===== config.mk =====
export PLATFORM = sky130hd
export DESIGN_NAME = round_robin_task_table_top
export DESIGN_NICKNAME = d
export VERILOG_FILES = /design/src/design/rrtt_pkg.sv /design/src/design/round_robin_task_table_top.sv /design/src/design/rrtt_cell.sv
export SDC_FILE = /design/constraint.sdc
export NUM_CORES = 1
export LEC_CHECK = 0
export BUFFER_PORTS_ARGS = -buffer_cell sky130_fd_sc_hd__buf_2
export CORE_MARGIN = 8
export CORE_UTILIZATION = 45
export CTS_BUF_LIST = sky130_fd_sc_hd__clkbuf_2 sky130_fd_sc_hd__clkbuf_4 sky130_fd_sc_hd__clkbuf_8
export CTS_CLUSTER_SIZE = 25
export DETAILED_ROUTE_END_ITERATION = 10
export MAX_ROUTING_LAYER = met4
export PLACE_DENSITY = 0.71
export SYNTH_ARGS = -nofsm -noshare
export SYNTH_HDL_FRONTEND = slang
export SYNTH_SLANG_ARGS = --single-unit

===== constraint.sdc =====
create_clock -name clk_i -period 5.5 [get_ports clk_i]
set_clock_uncertainty 0.15 [all_clocks]
set_input_delay 1.1 -clock clk_i [delete_from_list [all_inputs] [get_ports clk_i]]
set_output_delay 1.1 -clock clk_i [all_outputs]
set_load 0.05 [all_outputs]

===== src/design/rrtt_pkg.sv =====
// shared types and codes for the round-robin task table
package rrtt_pkg;

  // index width for the largest supported table (64 slots)
  localparam int unsigned SLOT_IDX_W = 6;
  localparam int unsigned ENTRY_W    = 16;
  localparam int unsigned TICKS_W    = 16;
  localparam int unsigned MODE_W     = 3;
  localparam int unsigned SLOT_IN_W  = 3;
  localparam int unsigned RES_W      = 3;
  localparam int unsigned DEF_TASK_SLOTS = 8;

  // operation codes on the input beat
  typedef enum logic [MODE_W-1:0] {
    MODE_TICK     = 3'd0,
    MODE_CREATE   = 3'd1,
    MODE_REMOVE   = 3'd2,
    MODE_SCHEDULE = 3'd3,
    MODE_SERVICE  = 3'd4,
    MODE_SUSPEND  = 3'd5
  } mode_e;

  // per-slot task status
  typedef enum logic [2:0] {
    ST_CLEAN     = 3'd0,
    ST_NEW       = 3'd1,
    ST_READY     = 3'd2,
    ST_RUNNING   = 3'd3,
    ST_SUSPENDED = 3'd4,
    ST_DIRTY     = 3'd5
  } status_e;

  // command broadcast to every cell
  typedef enum logic [2:0] {
    OP_NOP     = 3'd0,
    OP_TICK    = 3'd1,
    OP_REMOVE  = 3'd2,
    OP_SERVICE = 3'd3,
    OP_SUSPEND = 3'd4,
    OP_CREATE  = 3'd5,
    OP_RUN     = 3'd6,
    OP_READY   = 3'd7
  } cell_op_e;

  typedef struct packed {
    cell_op_e              op;
    logic [ENTRY_W-1:0]    entry;
    logic [TICKS_W-1:0]    ticks;
    logic [SLOT_IDX_W-1:0] cur;
  } cell_cmd_t;

  // search wave passed from cell to cell
  typedef struct packed {
    logic                  run;
    logic                  nd;
    logic                  cl_v;
    logic [SLOT_IDX_W-1:0] cl_idx;
    logic                  hi_v;
    logic [SLOT_IDX_W-1:0] hi_idx;
    logic                  lo_v;
    logic [SLOT_IDX_W-1:0] lo_idx;
  } scan_t;

endpackage


===== src/design/round_robin_task_table_top.sv =====
// round-robin task table: controller, output register and the row of slot cells
//
// A table of TASK_SLOTS task slots, slot 0 being the kernel, one cell per slot.
// Tick, remove, service and suspend are broadcast to all cells at once (the unused modes
// as a no-op) and are answered without a search. Create and schedule send a search wave
// down the row of cells, one cell per cycle, then commit the winner. One operation is in
// flight at a time; the result sits in an output register and the next beat is taken as
// soon as that register is empty or being read. Result and current slot numbers carry the
// low 3 bits of the slot index.
module round_robin_task_table_top import rrtt_pkg::*; #(
  parameter int unsigned TASK_SLOTS = DEF_TASK_SLOTS
) (
  input  logic                 clk_i,
  input  logic                 rst_ni,
  input  logic                 in_valid_i,
  output logic                 in_stall_o,
  input  logic [MODE_W-1:0]    mode_i,
  input  logic [SLOT_IN_W-1:0] slot_i,
  input  logic [ENTRY_W-1:0]   entry_address_i,
  input  logic [TICKS_W-1:0]   sleep_ticks_i,
  output logic                 out_valid_o,
  input  logic                 out_stall_i,
  output logic [RES_W-1:0]     result_slot_o,
  output logic                 ok_o,
  output logic [RES_W-1:0]     current_slot_o
);

  localparam int unsigned SlotW = (TASK_SLOTS > 1) ? $clog2(TASK_SLOTS) : 1;

  typedef enum logic [1:0] {
    S_IDLE = 2'b01,
    S_SCAN = 2'b10
  } state_e;

  state_e                state_q, state_d;
  logic                  sched_q, sched_d;
  logic [ENTRY_W-1:0]    entry_q, entry_d;
  logic [SlotW-1:0]      cur_q, cur_d;
  logic                  out_valid_q, out_valid_d;
  logic [RES_W-1:0]      res_q, res_d;
  logic                  ok_q, ok_d;
  logic [RES_W-1:0]      cur_out_q, cur_out_d;

  logic                  accept;
  cell_cmd_t             cmd;
  logic [SLOT_IDX_W-1:0] tgt;
  logic [SLOT_IDX_W-1:0] res_idx;
  scan_t                 launch;
  scan_t                 chain [TASK_SLOTS+1];
  scan_t                 done;
  logic [TASK_SLOTS-1:0] sel;

  assign in_stall_o = (state_q != S_IDLE) || (out_valid_q && out_stall_i);
  assign accept     = in_valid_i && !in_stall_o;
  assign done       = chain[TASK_SLOTS];

  // controller: decode beats, launch searches, commit winners
  always_comb begin
    state_d     = state_q;
    sched_d     = sched_q;
    entry_d     = entry_q;
    cur_d       = cur_q;
    out_valid_d = out_valid_q && out_stall_i;
    res_d       = res_q;
    ok_d        = ok_q;
    cur_out_d   = cur_out_q;
    cmd.op      = OP_NOP;
    cmd.entry   = entry_q;
    cmd.ticks   = sleep_ticks_i;
    cmd.cur     = SLOT_IDX_W'(cur_q);
    tgt         = SLOT_IDX_W'(slot_i);
    res_idx     = '0;
    launch      = '0;
    unique case (state_q)
      S_IDLE: begin
        if (accept) begin
          entry_d     = entry_address_i;
          out_valid_d = 1'b1;
          res_d       = '0;
          ok_d        = 1'b1;
          cur_out_d   = RES_W'(SLOT_IDX_W'(cur_q));
          unique case (mode_i)
            MODE_TICK:    cmd.op = OP_TICK;
            MODE_REMOVE:  cmd.op = OP_REMOVE;
            MODE_SERVICE: cmd.op = OP_SERVICE;
            MODE_SUSPEND: cmd.op = OP_SUSPEND;
            MODE_CREATE, MODE_SCHEDULE: begin
              out_valid_d = 1'b0;
              launch.run  = 1'b1;
              sched_d     = (mode_i == MODE_SCHEDULE);
              state_d     = S_SCAN;
            end
            default: begin
            end
          endcase
        end
      end
      S_SCAN: begin
        if (done.run) begin
          state_d     = S_IDLE;
          out_valid_d = 1'b1;
          ok_d        = 1'b1;
          if (!sched_q) begin
            // create: first clean slot, if any
            if (done.cl_v) begin
              cmd.op  = OP_CREATE;
              tgt     = done.cl_idx;
              res_idx = done.cl_idx;
            end else begin
              ok_d = 1'b0;
            end
          end else begin
            // schedule: kernel while work is pending, else round-robin, else kernel if nothing is ready
            priority if (done.nd) begin
              cmd.op = OP_READY;
              tgt    = '0;
              cur_d  = '0;
            end else if (done.hi_v) begin
              cmd.op  = OP_RUN;
              tgt     = done.hi_idx;
              res_idx = done.hi_idx;
              cur_d   = done.hi_idx[SlotW-1:0];
            end else if (done.lo_v) begin
              cmd.op  = OP_RUN;
              tgt     = done.lo_idx;
              res_idx = done.lo_idx;
              cur_d   = done.lo_idx[SlotW-1:0];
            end else begin
              cmd.op = OP_READY;
              tgt    = '0;
              cur_d  = '0;
            end
          end
          res_d     = res_idx[RES_W-1:0];
          cur_out_d = RES_W'(SLOT_IDX_W'(cur_d));
        end
      end
      default: begin
        state_d = S_IDLE;
      end
    endcase
  end

  always_ff @(posedge clk_i or negedge rst_ni) begin
    if (!rst_ni) begin
      state_q     <= S_IDLE;
      sched_q     <= 1'b0;
      cur_q       <= '0;
      out_valid_q <= 1'b0;
    end else begin
      state_q     <= state_d;
      sched_q     <= sched_d;
      cur_q       <= cur_d;
      out_valid_q <= out_valid_d;
    end
  end

  // result payload
  always_ff @(posedge clk_i) begin
    entry_q   <= entry_d;
    res_q     <= res_d;
    ok_q      <= ok_d;
    cur_out_q <= cur_out_d;
  end

  assign chain[0] = launch;

  // row of slot cells
  for (genvar i = 0; i < TASK_SLOTS; i++) begin : g_cell
    assign sel[i] = (tgt == SLOT_IDX_W'(i));
    rrtt_cell #(
      .CellIdx(i)
    ) u_cell (
      .clk_i (clk_i),
      .rst_ni(rst_ni),
      .cmd_i (cmd),
      .sel_i (sel[i]),
      .scan_i(chain[i]),
      .scan_o(chain[i+1])
    );
  end

  assign out_valid_o    = out_valid_q;
  assign result_slot_o  = res_q;
  assign ok_o           = ok_q;
  assign current_slot_o = cur_out_q;

endmodule


===== src/design/rrtt_cell.sv =====
// one task slot: status, sleep countdown, entry address and a search stage
module rrtt_cell import rrtt_pkg::*; #(
  parameter int unsigned CellIdx = 0
) (
  input  logic      clk_i,
  input  logic      rst_ni,
  input  cell_cmd_t cmd_i,
  input  logic      sel_i,
  input  scan_t     scan_i,
  output scan_t     scan_o
);

  localparam logic [SLOT_IDX_W-1:0] MyIdx = SLOT_IDX_W'(CellIdx);
  localparam status_e RstStatus = (CellIdx == 0) ? ST_RUNNING : ST_CLEAN;
  localparam bit IsKernel = (CellIdx == 0);

  status_e            status_q, status_d;
  logic [TICKS_W-1:0] count_q, count_d;
  logic [ENTRY_W-1:0] entry_q, entry_d;
  scan_t              scan_q, scan_d;

  // slot state update from the broadcast command
  always_comb begin
    status_d = status_q;
    count_d  = count_q;
    entry_d  = entry_q;
    unique case (cmd_i.op)
      OP_TICK: begin
        if (status_q == ST_SUSPENDED && count_q != '0) begin
          count_d = count_q - TICKS_W'(1);
          if (count_q == TICKS_W'(1)) status_d = ST_READY;
        end
      end
      OP_REMOVE: begin
        if (sel_i) status_d = ST_DIRTY;
      end
      OP_SERVICE: begin
        if (!IsKernel) begin
          if (status_q == ST_DIRTY) begin
            status_d = ST_CLEAN;
            count_d  = '0;
          end else if (status_q == ST_NEW) begin
            status_d = ST_READY;
          end
        end
      end
      OP_SUSPEND: begin
        if (sel_i) begin
          status_d = ST_SUSPENDED;
          count_d  = cmd_i.ticks;
        end
      end
      OP_CREATE: begin
        if (sel_i) begin
          status_d = ST_NEW;
          entry_d  = cmd_i.entry;
        end
      end
      OP_RUN: begin
        if (sel_i) status_d = ST_RUNNING;
      end
      OP_READY: begin
        if (sel_i) status_d = ST_READY;
      end
      default: begin
      end
    endcase
  end

  // search stage: fold this slot into the wave coming from the left
  always_comb begin
    scan_d = scan_i;
    if (scan_i.run) begin
      if (!IsKernel && (status_q == ST_NEW || status_q == ST_DIRTY)) scan_d.nd = 1'b1;
      if (!scan_i.cl_v && status_q == ST_CLEAN) begin
        scan_d.cl_v   = 1'b1;
        scan_d.cl_idx = MyIdx;
      end
      if (!scan_i.hi_v && status_q == ST_READY && MyIdx > cmd_i.cur) begin
        scan_d.hi_v   = 1'b1;
        scan_d.hi_idx = MyIdx;
      end
      if (!IsKernel && !scan_i.lo_v && status_q == ST_READY && MyIdx <= cmd_i.cur) begin
        scan_d.lo_v   = 1'b1;
        scan_d.lo_idx = MyIdx;
      end
    end
  end

  always_ff @(posedge clk_i or negedge rst_ni) begin
    if (!rst_ni) begin
      status_q <= RstStatus;
      count_q  <= '0;
      entry_q  <= '0;
      scan_q   <= '0;
    end else begin
      status_q <= status_d;
      count_q  <= count_d;
      entry_q  <= entry_d;
      scan_q   <= scan_d;
    end
  end

  assign scan_o = scan_q;

endmodule

### Yosys cells after proc, flatten, opt, wreduce, memory -nomap -nowiden

Index checks and enable logic that the tools add are counted.

* input bits: 42
* flip-flop bits (word level): 342

* muxes and demuxes: 191
* reductions and logical operators: 118
* $lt $le $gt $ge: 15
* add/subtract/negate cells: 8
* eq/ne operators: 133

Operators with widths (count)
* 2-to-1 mux 16 bit: 23
* case mux 16 bit (3 select lines): 7
* 2-to-1 mux 3 bit: 84
* 2-to-1 mux 7 bit: 23
* 2-to-1 mux 22 bit: 7
* case mux 3 bit (7 select lines): 7
* != test 2 x 1 -> 1 bit, second input constant: 66
* equality test 16 x 1 -> 1 bit, second input constant: 8
* nonzero test 16 bit: 8
* subtractor 16 x 1 -> 16 bit, second input constant: 8
* equality test 3 bit, second input constant: 21
* AND reduction 9 bit: 7
* logical AND 1 bit: 45
* 2-to-1 mux 6 bit: 7
* equality test 3 x 2 -> 1 bit, second input constant: 12
* case mux 16 bit (2 select lines): 1
* AND reduction 4 bit: 7
* equality test 3 x 1 -> 1 bit, second input constant: 9
* logical NOT 3 bit: 9
* equality test 6 x 3 -> 1 bit, second input constant: 4
* logical NOT 1 bit: 21
* != test 3 x 1 -> 1 bit, second input constant: 7
* 2-to-1 mux 1 bit: 20
* case mux 3 bit (2 select lines): 3
* 27 further kinds: 51

### Longest topological paths before layout

* depth in word-level cells: 9
* depth in mapped cells: 13

### Cells and area by module

From an unflattened synthesis, not the netlist that was laid out.

* cells, all modules: 1768
* area total of the unflattened synthesis: 18351.4 µm²

By module, submodules not included
* rrtt_cell at g_cell[3].u_cell: area each 2215.9 µm², cells each 202, instances 1, sequential area each 1051.0 µm²
* rrtt_cell at g_cell[1].u_cell: area each 2112.0 µm², cells each 207, instances 1, sequential area each 1051.0 µm²
* rrtt_cell at g_cell[5].u_cell: area each 2094.5 µm², cells each 206, instances 1, sequential area each 1051.0 µm²
* rrtt_cell at g_cell[0].u_cell: area each 2093.3 µm², cells each 204, instances 1, sequential area each 1053.5 µm²
* rrtt_cell at g_cell[4].u_cell: area each 2080.7 µm², cells each 201, instances 1, sequential area each 1051.0 µm²
* rrtt_cell at g_cell[2].u_cell: area each 2064.5 µm², cells each 207, instances 1, sequential area each 1051.0 µm²
* rrtt_cell at g_cell[7].u_cell: area each 2060.7 µm², cells each 203, instances 1, sequential area each 1051.0 µm²
* rrtt_cell at g_cell[6].u_cell: area each 2057.0 µm², cells each 201, instances 1, sequential area each 1051.0 µm²
* round_robin_task_table_top: area each 1572.8 µm², cells each 137, instances 1, sequential area each 867.1 µm²

### Worst setup path after synthesis

No wires, ideal clock.

* path kind: input-to-reg
* from: input mode_i[2]
* to: register g_cell[7].u_cell.count_q[11]
* path buffers: 4
* slack: 2325 ps
* stages: 10
* data arrival time: 2904 ps
* path through: buf_2 > xnor2_1 > o21ai_2 > nor3_4 > buf_6 > a221oi_4 > and2_1 > buf_2 > buf_4 > a22o_1

* longest elaborated chain between the ends: 7

RTL lines
* start: declaration: RTL line round_robin_task_table_top.sv:17 `input logic [MODE_W-1:0] mode_i,`
* equality test 3 bit, or another cell as far along: RTL line round_robin_task_table_top.sv:82 `unique case (mode_i)`
* case mux 3 bit (4 select lines) (*): RTL line round_robin_task_table_top.sv:82
* 2-to-1 mux 3 bit (*): RTL line round_robin_task_table_top.sv:76 `if (accept) begin`
* case mux 3 bit (2 select lines) (*): RTL line round_robin_task_table_top.sv:74 `unique case (state_q)`
* equality test 3 x 2 -> 1 bit, or another cell as far along: RTL line rrtt_cell.sv:27 `unique case (cmd_i.op)`
* != test 2 x 1 -> 1 bit (no line) or nonzero test 3 bit (tied branches)
* AND reduction 4 bit (no line)
* end signal: assignment: RTL line rrtt_cell.sv:98 `count_q <= count_d;`
* end: declaration: RTL line rrtt_cell.sv:18 `logic [TICKS_W-1:0] count_q, count_d;`

Mark *: on every way between the ends. The rest lies on a longest branch, timed or not.
A chain may end at the register's enable or synchronous reset.

### Worst setup path after layout

* from: register state_q[0]
* to: register g_cell[6].u_cell.count_q[1]

* longest elaborated chain between the ends: 9

RTL lines
* start: declaration: RTL line round_robin_task_table_top.sv:35 `state_e state_q, state_d;`
* start signal: assignment: RTL line round_robin_task_table_top.sv:151 `state_q <= state_d;`
* != test 2 x 1 -> 1 bit: RTL line round_robin_task_table_top.sv:53 `assign in_stall_o = (state_q != S_IDLE) || (out_valid_q && out_stall_i);`
* logical OR 1 bit: RTL line round_robin_task_table_top.sv:53
* logical NOT 1 bit: RTL line round_robin_task_table_top.sv:54 `assign accept = in_valid_i && !in_stall_o;`
* logical AND 1 bit: RTL line round_robin_task_table_top.sv:54
* 2-to-1 mux 3 bit: RTL line round_robin_task_table_top.sv:76
* case mux 3 bit (2 select lines): RTL line round_robin_task_table_top.sv:74
* equality test 3 x 2 -> 1 bit, or another cell as far along: RTL line rrtt_cell.sv:27
* != test 2 x 1 -> 1 bit (no line) or nonzero test 3 bit (tied branches)
* AND reduction 4 bit (no line)
* end signal: assignment: RTL line rrtt_cell.sv:98
* end: declaration: RTL line rrtt_cell.sv:18

Several ways; a longest one is shown, not always the timed one.

==> reports/results.tsv <==
stage	metric	value	unit
timing	finalCriticalPeriod	4.09	ns
clock_network	clockBufferDepth	3	
yosys	synthArstFlopShare	0.972	
clock_network	cts_root_buf	clkbuf_8	
detailed_routing	finalWirelength	38700	um
critical_path	required	5.77	ns
critical_path	end_kind	flip-flop	
critical_path	rrSetupSlack	1.41	ns
critical_path	crit_arrival	4.36	ns
detailed_routing	drc	0	
yosys	syn_area	14000	um2
timing	slew_viol_final	0	
placement	io_buffers	34	
floorplan	core_area	30600	um2
timing	fin_crit_sh	0.743	
yosys	synthesis.nets	1513	
yosys	synth_top_area_cell	dfrtp_1	
yosys	synth.top_cell.area_share	0.437	
detailed_routing	wl_per_cell	20.4	um
floorplan	die-area	37000	um2
critical_path	reg2regPathDepth	9	
floorplan	pin_count	51	
timing	tightest_slew	1.39	ns
global_routing	grt-ovfl-total	0	
floorplan	die_w	192	um
clock_network	post_cts_resized	0	
worst_hold_path	min_from	g_cell[5].u_cell.scan_o[22]	
critical_path	timing.rr.start	state_q[0]	
timing	rsz0062_at_grt	no	
yosys	synth.avg_cell_area	9.62	um2
critical_path	critPathKind	reg2reg	
yosys	synth_cell_types	100	
final_layout	diodes	0	
timing	hold_violations	0	
timing	maxSlewHeadroom	0.0753	
global_routing	grt_pass1_wl	62500	um
worst_hold_path	worstHoldEndpoint	g_cell[6].u_cell.scan_o[22]	
critical_path	timing.rr.end	g_cell[6].u_cell.count_q[1]	
placement	hpwl	26500	um
clock_network	cts_setup_buffers	0	
run	drv_cap	0	
detailed_routing	drtPass1Iterations	6	
pwr	power_density	456	nW/um2
global_routing	grt_pass1_vias	11561	
final_layout	design_area	15300	um2
floorplan	initial_core_util	0.457	
worst_hold_path	hold_path_depth	0	
yosys	ys_seq_area_frac	0.457	
detailed_routing	dr_total_vias	12068	
yosys	yosys-top-cells-area	dfrtp_1 (44%), o21ai_0 (3.3%), o31ai_1 (3.3%), a22o_1 (2.9%), nand2_1 (2.8%)	
yosys	synth-seq-cells	254	
yosys	syn_inst	1453	
clock_network	hold_buffers	0	
detailed_routing	drtIter0Drc	1038	
clock_network	clock_latency	0.55	ns
run_status	outcome	completed	
floorplan	fp.dieH	192	um
pwr	leakage	6.78	nW
placement	finalWeightedCongestion	0.981	
critical_path	critPathMaxFanout	16	
critical_path	start_kind	flip-flop	
pwr	vdd_drop_max	0.199	mV
placement	dpl_cell_area	14400	um2
yosys	yosysWarnings	0	
detailed_routing	routed_via_density	6.36	
global_routing	grt.total_usage	0.215	
timing	setup_viol_count_final	0	
final_layout	area_delta_synth_final	9.81	%
timing	fmax	245	MHz
yosys	synth-edff-count	7	
global_routing	antenna_found_initial	2	
clock_network	clock_sink_count	254	
global_routing	grt_max_degree	112	
final_layout	drive_above_1_share	0.162	
clock_network	cts.clk_slew.worst_paths	0.06	ns
clock_network	cts_buffers	42	
clock_network	cts_tree	done	
timing	finalSetupTns	0	ns
worst_hold_path	hold_path.class	reg2reg	
final_layout	fillers	2727	
final_layout	nNetsFinal	1529	
yosys	ys.flop_type	dfrtp_1	
floorplan	rows	64	
clock_network	htreeDepth	2	
detailed_routing	antenna_left	0	
## layout by cell type, fill, tap and decap left out, types with 10 or more instances in the layout
| cell | count |
|---|---|
| a22o_1 | 47 |
| buf_2 | 33 |
| mux2_2 | 25 |
| ha_1 | 18 |
| a31oi_1 | 27 |
| nand2b_1 | 33 |
| o211ai_1 | 16 |
| nor3b_1 | 17 |
| buf_4 | 17 |
| or3_1 | 15 |
| o41ai_1 | 18 |
| and2_1 | 16 |
| o21ai_0 | 93 |
| clkbuf_8 | 57 |
| o21ai_1 | 23 |
| dfrtp_1 | 244 |
| o31ai_1 | 62 |
| o22ai_1 | 12 |
| a32oi_1 | 11 |
| nand4_1 | 17 |
| nand2_1 | 104 |
| nor3_1 | 37 |
| a21o_1 | 26 |
| nor2_1 | 81 |
| inv_1 | 56 |
| or4_1 | 10 |
| nor4_1 | 21 |
| nand3_1 | 72 |
| a21oi_1 | 47 |
| nor2b_1 | 24 |
| or2_2 | 34 |
## cell usage after synthesis (all sizes together) (8+ instances only)
library cell	instances
a21boi	8
a21o	26
a21oi	49
a22o	47
a31oi	28
a32oi	11
and2	17
buf	51
clkbuf	29
dfrtp	244
ha	18
inv	56
mux2	32
nand2	106
nand2b	35
nand3	73
nand3b	8
nand4	17
nor2	83
nor2b	25
nor3	39
nor3b	17
nor4	25
o211ai	17
o21ai	117
o22ai	12
o31ai	66
o41ai	18
or2	39
or3	15
or4	11
## flip-flops by register name (all words and copies together) (netlist names)
name,flops
cur_q,3
current_slot_o,3
g_cell.u_cell.count_q,128
g_cell.u_cell.scan_o,88
g_cell.u_cell.status_q,24
ok_o,1
out_valid_o,1
result_slot_o,3
sched_q,1
state_q,2
## power breakdown
group	total, W	internal [W]	switching (W)
Sequential	0.00296	0.00240	0.000561
Combinational	0.00221	0.000887	0.00132
Clock	0.00183	0.00107	0.000760
Total	0.00700	0.00436	0.00264
## per-layer routing
metal	wire, um	GRT usage	up-vias
li1	-	-	5496
met1	16300	0.285	5924
met2	17800	0.326	548
met3	3250	0.0347	100
met4	1360	0.0852	0
met5	0	-	-
## worst max-delay path, stage by stage, from the launching register on
cell      delay, ns
dfstp_2        0.37
inv_1          0.07
ha_1           0.45
nand3_1        0.34
o21ai_2        0.25
nor3_4         0.14
buf_4          0.21
a221oi_2       0.94
and2_1         0.63
mux2_2         0.40
## cell type report
type / instances / area, um2 / share of cell area
Clock buffer: 65 / 845 / 0.0550
Tap cell: 396 / 495 / 0.0323
Multi-Input combinational cell: 1063 / 6980 / 0.455
Clock inverter: 10 / 96.3 / 0.00628
Timing Repair Buffer: 52 / 328 / 0.0214
Inverter: 56 / 210 / 0.0137
Sequential cell: 254 / 6390 / 0.417
## worst max path at each step
| stage | startpoint | end | slack, ns | cells past startpoint |
|---|---|---|---|---|
| 6_report | state_q[0] | g_cell[6].u_cell.count_q[1] | 1.41 | 9 |
| 5_1_grt | state_q[0] | g_cell[6].u_cell.count_q[0] | 1.09 | 7 |
| 4_1_cts | state_q[0] | g_cell[6].u_cell.count_q[1] | 1.44 | 9 |
| 3_5_place_dp | out_stall_i | g_cell[6].u_cell.count_q[1] | 1.06 | 7 |
| 3_3_place_gp | out_stall_i | g_cell[6].u_cell.count_q[1] | 1.05 | 7 |
| 2_1_floorplan | mode_i[2] | g_cell[7].u_cell.count_q[11] | 2.32 | 10 |
## cells by family after synthesis
kind of cell             Yosys count  synth area share
multiplexers                      34            0.0277
other                              1          0.000268
AND/OR/NAND/NOR                  535             0.209
AO/OA/AOI/OAI                    474             0.245
adder cells (fa/ha/maj)           18            0.0161
flip-flops                       254             0.457
buffers and inverters            136            0.0439
XOR/XNOR                           1          0.000627
## metrics by stage
step | cells | total power [W] | util | hold slack (ns) | worst slack (ns)
floorplan | 1453 | 0.00458 | - | 0.209 | 2.32
global placement | 1821 | 0.00507 | 0.471 | 0.226 | 1.05
detailed placement | 1821 | 0.00516 | 0.471 | 0.239 | 1.06
CTS | 1896 | 0.00701 | 0.502 | 0.253 | 1.44
global route | 1896 | 0.00746 | 0.502 | 0.262 | 1.09
finish | 1896 | 0.00700 | 0.502 | 0.250 | 1.41
Power figures use the tool's default switching activity.
